$ cat src/hw/rtl/cpd_pkg.sv
// Package with the item types, status codes and command table of the packet deframer.
`default_nettype none
package cpd_pkg;

	localparam int unsigned NUM_WORDS = 7;
	localparam int unsigned NUM_KNOWN = 16;

	typedef enum logic [1:0] {
		STATUS_OK       = 2'd0,
		STATUS_CHECKSUM = 2'd1,
		STATUS_OVERRUN  = 2'd2
	} status_t;

	typedef struct packed {
		logic [7:0] rx_byte;
		logic       overrun;
	} in_item_t;

	typedef struct packed {
		status_t            status;
		logic [15:0]        header_word;
		logic [15:0]        command_code;
		logic [4:0]         action_index;
		logic signed [15:0] first_argument;
		logic [31:0]        second_argument_bits;
		logic [31:0]        third_argument_bits;
	} out_item_t;

	// One classified packet as handed from the front end to the back end.
	typedef struct packed {
		status_t                       status;
		logic [NUM_WORDS-1:0][15:0]    words;
	} frame_rec_t;

	localparam logic [15:0] KNOWN_CODES [NUM_KNOWN] = '{
		16'h0050, 16'h0060, 16'h0061, 16'h0070, 16'h0071, 16'h0072, 16'h0073, 16'h0074,
		16'h0075, 16'h0078, 16'h007A, 16'h007B, 16'h0080, 16'h0090, 16'h0091, 16'h0092
	};

	// Returns the position of the code in the table plus one, or zero when unknown.
	function automatic logic [4:0] lookup_action(input logic [15:0] code);
		logic [4:0] idx;
		idx = 5'd0;
		for (int k = 0; k < NUM_KNOWN; k++) begin
			if (KNOWN_CODES[k] == code) begin
				idx = 5'(k + 1);
			end
		end
		return idx;
	endfunction

endpackage
`default_nettype wire

$ cat src/hw/rtl/cpd_front.sv
// Front end: assembles bytes into words, keeps the checksum and classifies each packet.
`default_nettype none
module cpd_front (
	input  wire logic              clk,
	input  wire logic              arst_n,
	input  wire logic              accept,
	input  wire cpd_pkg::in_item_t item,
	output logic                   rec_push,
	output cpd_pkg::frame_rec_t    rec
);
	import cpd_pkg::*;

	logic [3:0]  pos_q;
	logic [7:0]  low_q;
	logic [15:0] sum_q;
	logic [15:0] words_q [NUM_WORDS];

	logic [15:0] word;
	logic        last_byte;

	assign word      = {item.rx_byte, low_q};
	assign last_byte = (pos_q == 4'd15);
	assign rec_push  = accept && (item.overrun || last_byte);

	always_comb begin
		rec.status = STATUS_OK;
		rec.words  = '0;
		if (item.overrun) begin
			rec.status = STATUS_OVERRUN;
		end else if (word != sum_q) begin
			rec.status = STATUS_CHECKSUM;
		end else begin
			for (int i = 0; i < NUM_WORDS; i++) begin
				rec.words[i] = words_q[i];
			end
		end
	end

	always_ff @(posedge clk or negedge arst_n) begin
		if (!arst_n) begin
			pos_q <= '0;
			low_q <= '0;
			sum_q <= '0;
		end else if (accept) begin
			if (item.overrun) begin
				pos_q <= '0;
				sum_q <= '0;
			end else begin
				pos_q <= pos_q + 4'd1;
				if (!pos_q[0]) begin
					low_q <= item.rx_byte;
				end else if (last_byte) begin
					sum_q <= '0;
				end else begin
					sum_q <= sum_q + word;
				end
			end
		end
	end

	// The word store needs no reset: every word is rewritten before a packet reads it.
	always_ff @(posedge clk) begin
		if (accept && !item.overrun && pos_q[0] && !last_byte) begin
			words_q[pos_q[3:1]] <= word;
		end
	end

endmodule
`default_nettype wire

$ cat src/hw/rtl/cpd_queue.sv
// Small first-in first-out queue of classified packets between front end and back end.
`default_nettype none
module cpd_queue #(
	parameter int unsigned DEPTH = 4
) (
	input  wire logic                clk,
	input  wire logic                arst_n,
	input  wire logic                push,
	input  wire cpd_pkg::frame_rec_t push_rec,
	output logic                     full,
	input  wire logic                pop,
	output logic                     not_empty,
	output cpd_pkg::frame_rec_t      head_rec
);
	import cpd_pkg::*;

	localparam int unsigned PTR_W = $clog2(DEPTH);
	localparam int unsigned CNT_W = $clog2(DEPTH + 1);

	frame_rec_t       mem_q [DEPTH];
	logic [PTR_W-1:0] wr_ptr_q;
	logic [PTR_W-1:0] rd_ptr_q;
	logic [CNT_W-1:0] count_q;
	logic             do_push;
	logic             do_pop;

	assign full      = (count_q == CNT_W'(DEPTH));
	assign not_empty = (count_q != '0);
	assign do_push   = push && !full;
	assign do_pop    = pop && not_empty;
	assign head_rec  = mem_q[rd_ptr_q];

	always_ff @(posedge clk or negedge arst_n) begin
		if (!arst_n) begin
			wr_ptr_q <= '0;
			rd_ptr_q <= '0;
			count_q  <= '0;
		end else begin
			if (do_push) begin
				wr_ptr_q <= (wr_ptr_q == PTR_W'(DEPTH - 1)) ? '0 : wr_ptr_q + PTR_W'(1);
			end
			if (do_pop) begin
				rd_ptr_q <= (rd_ptr_q == PTR_W'(DEPTH - 1)) ? '0 : rd_ptr_q + PTR_W'(1);
			end
			if (do_push && !do_pop) begin
				count_q <= count_q + CNT_W'(1);
			end else if (do_pop && !do_push) begin
				count_q <= count_q - CNT_W'(1);
			end
		end
	end

	always_ff @(posedge clk) begin
		if (do_push) begin
			mem_q[wr_ptr_q] <= push_rec;
		end
	end

endmodule
`default_nettype wire

$ cat src/hw/rtl/cpd_back.sv
// Back end: decodes the command of a packet and holds the result for the receiver.
`default_nettype none
module cpd_back (
	input  wire logic                clk,
	input  wire logic                arst_n,
	input  wire logic                rec_valid,
	input  wire cpd_pkg::frame_rec_t rec,
	output logic                     rec_take,
	output logic                     out_valid,
	output cpd_pkg::out_item_t       out_item,
	input  wire logic                out_pop
);
	import cpd_pkg::*;

	logic      out_valid_q;
	out_item_t out_q;
	out_item_t decoded;

	assign rec_take  = rec_valid && (!out_valid_q || out_pop);
	assign out_valid = out_valid_q;
	assign out_item  = out_q;

	always_comb begin
		decoded.status               = rec.status;
		decoded.header_word          = rec.words[0];
		decoded.command_code         = rec.words[1];
		decoded.action_index         = lookup_action(rec.words[1]);
		decoded.first_argument       = rec.words[6];
		decoded.second_argument_bits = {rec.words[3], rec.words[2]};
		decoded.third_argument_bits  = {rec.words[5], rec.words[4]};
	end

	always_ff @(posedge clk or negedge arst_n) begin
		if (!arst_n) begin
			out_valid_q <= 1'b0;
		end else if (rec_take) begin
			out_valid_q <= 1'b1;
		end else if (out_pop) begin
			out_valid_q <= 1'b0;
		end
	end

	always_ff @(posedge clk) begin
		if (rec_take) begin
			out_q <= decoded;
		end
	end

endmodule
`default_nettype wire

$ cat src/hw/rtl/command_packet_deframer.sv
// Command packet deframer: serial bytes in, one checked and decoded result per packet out.
//
// Input channel: drive item and push; a transaction completes when push is high and full is
// low. Each item is one received byte, or an overrun event that drops the partial packet.
// Sixteen bytes form one packet of eight little-endian words; word 7 must equal the 16-bit
// wrapping sum of words 0 to 6.
// Result channel: while empty is low the oldest result is on result; raise pop to take it.
// One result leaves for each completed packet (accepted or checksum error) and for each
// overrun event; other bytes produce nothing.
// Throughput is one byte per clock while full is low. The byte completing a packet writes its
// record into the packet queue, and the output register loads it from the queue head once
// that register is empty or being popped, which puts the result on the result port.
// When the receiver stalls, results collect in the QUEUE_DEPTH-entry packet queue plus the
// output register; full rises only once the queue is full, and then holds every byte.
// Reset clears the byte position, the checksum, the queue and the output valid flag; no
// clearing pass is needed and items are accepted from the first cycle after reset.
`default_nettype none
module command_packet_deframer #(
	parameter int unsigned QUEUE_DEPTH = 4
) (
	input  wire logic               clk,
	input  wire logic               arst_n,
	input  wire logic               push,
	output logic                    full,
	input  wire cpd_pkg::in_item_t  item,
	output logic                    empty,
	input  wire logic               pop,
	output cpd_pkg::out_item_t      result
);
	import cpd_pkg::*;

	logic       accept;
	logic       rec_push;
	frame_rec_t rec;
	logic       q_full;
	logic       q_not_empty;
	logic       q_take;
	frame_rec_t q_head;
	logic       out_valid;

	assign full   = q_full;
	assign accept = push && !q_full;
	assign empty  = !out_valid;

	cpd_front u_front (
		.clk      (clk),
		.arst_n   (arst_n),
		.accept   (accept),
		.item     (item),
		.rec_push (rec_push),
		.rec      (rec)
	);

	cpd_queue #(
		.DEPTH (QUEUE_DEPTH)
	) u_queue (
		.clk       (clk),
		.arst_n    (arst_n),
		.push      (rec_push),
		.push_rec  (rec),
		.full      (q_full),
		.pop       (q_take),
		.not_empty (q_not_empty),
		.head_rec  (q_head)
	);

	cpd_back u_back (
		.clk       (clk),
		.arst_n    (arst_n),
		.rec_valid (q_not_empty),
		.rec       (q_head),
		.rec_take  (q_take),
		.out_valid (out_valid),
		.out_item  (result),
		.out_pop   (pop)
	);

	// The front end must never hand a packet to a full queue.
	assert property (@(posedge clk) disable iff (!arst_n) rec_push |-> !q_full)
		else $error("packet record pushed into a full queue");

	// A waiting packet with an empty output register must show up on the next cycle.
	assert property (@(posedge clk) disable iff (!arst_n) (q_not_empty && empty) |=> !empty)
		else $error("queued packet not moved to the output register");

	// Overrun and checksum results carry no packet contents.
	assert property (@(posedge clk) disable iff (!arst_n)
		(!empty && result.status != STATUS_OK) |->
		(result.command_code == 16'd0 && result.action_index == 5'd0 &&
		result.header_word == 16'd0))
		else $error("error result carries packet fields");

	// An overrun event always yields a result record on the same edge.
	assert property (@(posedge clk) disable iff (!arst_n)
		(accept && item.overrun) |-> rec_push)
		else $error("overrun event produced no result");

endmodule
`default_nettype wire
$ cat config.mk
export PLATFORM = sky130hd
export DESIGN_NAME = command_packet_deframer
export DESIGN_NICKNAME = d
export VERILOG_FILES = /design/src/hw/rtl/cpd_pkg.sv /design/src/hw/rtl/cpd_front.sv /design/src/hw/rtl/cpd_queue.sv /design/src/hw/rtl/cpd_back.sv /design/src/hw/rtl/command_packet_deframer.sv
export SDC_FILE = /design/constraint.sdc
export NUM_CORES = 1
export LEC_CHECK = 0
export ABC_AREA = 1
export ABC_CLOCK_PERIOD_IN_PS = 8140
export BUFFER_PORTS_ARGS = -buffer_cell sky130_fd_sc_hd__buf_4
export CAP_MARGIN = 20
export CORE_ASPECT_RATIO = 0.7
export CORE_UTILIZATION = 35
export CTS_CLUSTER_DIAMETER = 100
export DETAILED_ROUTE_END_ITERATION = 16
export HOLD_SLACK_MARGIN = 0.05
export MAX_ROUTING_LAYER = met4
export SKIP_CTS_REPAIR_TIMING = 1
export SLEW_MARGIN = 20
export SYNTH_ARGS = -nofsm -noshare
export SYNTH_HDL_FRONTEND = slang
export SYNTH_SLANG_ARGS = --single-unit
$ cat constraint.sdc
create_clock -name clk -period 8.14 [get_ports clk]
set_input_delay 0.814 -clock clk [delete_from_list [all_inputs] [get_ports clk]]
set_output_delay 0.814 -clock clk [all_outputs]
set_load 0.05 [all_outputs]
==> impl_metrics.ini <==
[placed_design]
place.gp.congestion = 0.806
place_area_um2 = 29600
pre_cts_ws_ns = 3.97
numPortBuffers = 133
dp_hpwl_um = 37700

[clock_network]
cts_sinks = 723
clock-root-buffer = clkbuf_16
cts_tree = done
max-clock-path-buffers = 3
clk-insertion-delay-late_ns = 0.61
clk_pin_slew_ns = 0.07
htreeDepth = 3
cts_buffers = 71

[sta]
holdWs_ns = 0.174
min_period_over_period_pct = 45.8
finalMaxSlewViolations = 0
fin_skew_ns = 0.0310
fmax_mhz = 268
final-hold-violation-count = 0
tightestPinTransition_ns = 1.07
rsz0062_at_grt = no
slew_headroom_pct = 28.4
tns_ns = 0
post-route-min-period_ns = 3.73
setup_ws_ns = 4.42
final-setup-viol-count = 0

[global_routing]
grt_usage_pct = 16.5
globalRoute.totalOverflow = 0
grt_max_degree = 106
antenna_found_initial = 5
grt_pass1_wl_um = 95800
grt_pass1_vias = 15573

[cells_and_area]
drive_gt1_share_pct = 14.1
num-nets-final = 2172
num-fill-cells = 7092
utilization_pct = 41.4
post-route-cell-area_um2 = 32000
final_common_cell = edfxtp_1
area_delta_synth_final_pct = 16.4
most-common-layout-cells = 687 x edfxtp_1, 339 x nor2_1, 214 x o21ai_0

[worst_setup_path]
cp.arrival_ns = 3.94
startpoint_type = register
reg2regPathDepth = 8
r2r_slack_ns = 4.42
rr_endpoint = u_queue.mem_q[0][71]
setup.worst_path.class = reg2reg
cp-end-kind = register
reg2reg_from = u_queue.count_q[2]
crit_required_ns = 8.35
cp_max_fo = 49

[floorplan]
die_area_um2 = 79700
initial_core_util_pct = 35.6
num_rows = 85
coreArea_um2 = 77300
die_x_um = 337
die_h_um = 237
io_pins = 134

[outcome]
outcome = complete, no violations

[detailed_routing]
wire_per_inst_um = 19.9
first_pass_iters = 5
drc = 0
drt_wl_total_um = 64400
dr_total_vias = 15954
drt_iter0_markers = 1780
routed_via_density = 4.93
ant_nets = 0

[power_and_ir_drop]
p_per_area_nw_per_um2 = 396
power_leakage_uw = 0.0118
ir_worst_vdd_mv = 0.262

[yosys]
seq_area_frac_synth_pct = 78.3
syn-instance-count = 1998
yosys_warnings = 0
ys_types = 36
syn-cell-area_um2 = 27500
synth-seq-cells = 723
syn_nets = 2035
yosys.area.top_type = edfxtp_1
synth_top_cell_area_share_pct = 75.0
synth_area_leaders = edfxtp_1 75%, nor2_1 4.7%, o21ai_0 3.9%
syn_avg_cell_area_um2 = 13.8

[run]
max-cap-violations = 0

[min_path]
hold_path.class = in2async
-- worst max-delay path by stage --
stage                       startpoint              endpoint  slack (ns)  cells after the start
floorplan                         push   u_queue.mem_q[0][0]        1.28                      6
global placement                  push  u_queue.mem_q[0][68]        4.08                      8
detailed placement                push   u_queue.mem_q[0][0]        3.97                      8
CTS                 u_queue.count_q[2]  u_queue.mem_q[0][55]        4.35                      8
global route        u_queue.count_q[2]  u_queue.mem_q[0][71]        4.11                      8
finish              u_queue.count_q[2]  u_queue.mem_q[0][71]        4.42                      8
-- layer usage --
layer,up-vias,track usage (%),wire [um]
li1,7392,-,-
met1,7943,23.5,29700
met2,519,23.7,28600
met3,100,3.35,4580
met4,0,4.72,1500
met5,-,-,0
-- final cells by class --
type                    instances  area (um^2)  share of cell area [%]
flip-flops and latches        723        21500                    67.2
multi-input cells            1013         4960                    15.5
clock buffers                  85         1900                    5.94
well taps                    1044         1310                    4.08
repair buffers                154         1180                    3.67
inverters                     172          658                    2.05
clock inverters                43          488                    1.52
diodes                          1         2.50                 0.00781
-- cell usage after synthesis, drive strengths merged --
cell / count
o22ai: 100
edfxtp: 687
ha: 22
a31oi: 3
a21oi: 27
dfrtp: 36
nand3: 63
nor2: 354
nand3b: 1
xor2: 2
buf: 35
nand4: 5
and2: 2
nand2: 180
nor4: 1
a21o: 3
o21ai: 221
o21bai: 4
mux2: 9
nor3: 9
fa: 2
nor4b: 1
xnor2: 2
o31ai: 2
inv: 172
clkbuf: 55
-- stage by stage --
stage	std cells	power [uW]
global placement	3105	9380
CTS	3233	12800
global route	3235	13300
finish	3235	12700
detailed placement	3105	9440
floorplan	1998	8060
-- kinds of logic (layout without fill, tap and decap cells) --
logic type / count (synthesis) / in the layout / share of synthesized area [%]
muxes: 9 / 9 / 0.368
xor gates and xnor gates: 4 / 4 / 0.127
other: 0 / 1 / 0
AOI/OAI and AO/OA: 360 / 360 / 7.10
buffers and inverters: 262 / 454 / 3.94
adders and majority gates: 24 / 24 / 1.15
and+or+nand+nor: 616 / 616 / 9.04
DFF: 723 / 723 / 78.3
-- where the power goes --
| part | internal (uW) | switching (uW) | total [uW] |
|---|---|---|---|
| combinational | 1010 | 3000 | 4010 |
| sequential | 4930 | 371 | 5300 |
| clock | 1970 | 1390 | 3360 |
| total | 7910 | 4760 | 12700 |
-- worst max-delay path: stages, from the launching register on --
cell and delay [ns]:
dfrtp_1 0.38, inv_1 0.09, nor3_1 0.08, nor2_2 0.34, inv_1 0.18, nor2_1 0.37
inv_1 0.27, nor2_4 0.80, buf_4 0.73
-- state kept, by name (all words and copies together) (netlist names) --
name / flops
u_front.low_q: 8
u_front.pos_q: 4
u_queue.rd_ptr_q: 2
u_queue.count_q: 3
u_back.out_valid: 1
u_front.words_q: 112
u_back.out_item: 119
u_front.sum_q: 16
u_queue.wr_ptr_q: 2
u_queue.mem_q: 456
Note: power is estimated with default switching activity, not from simulation.
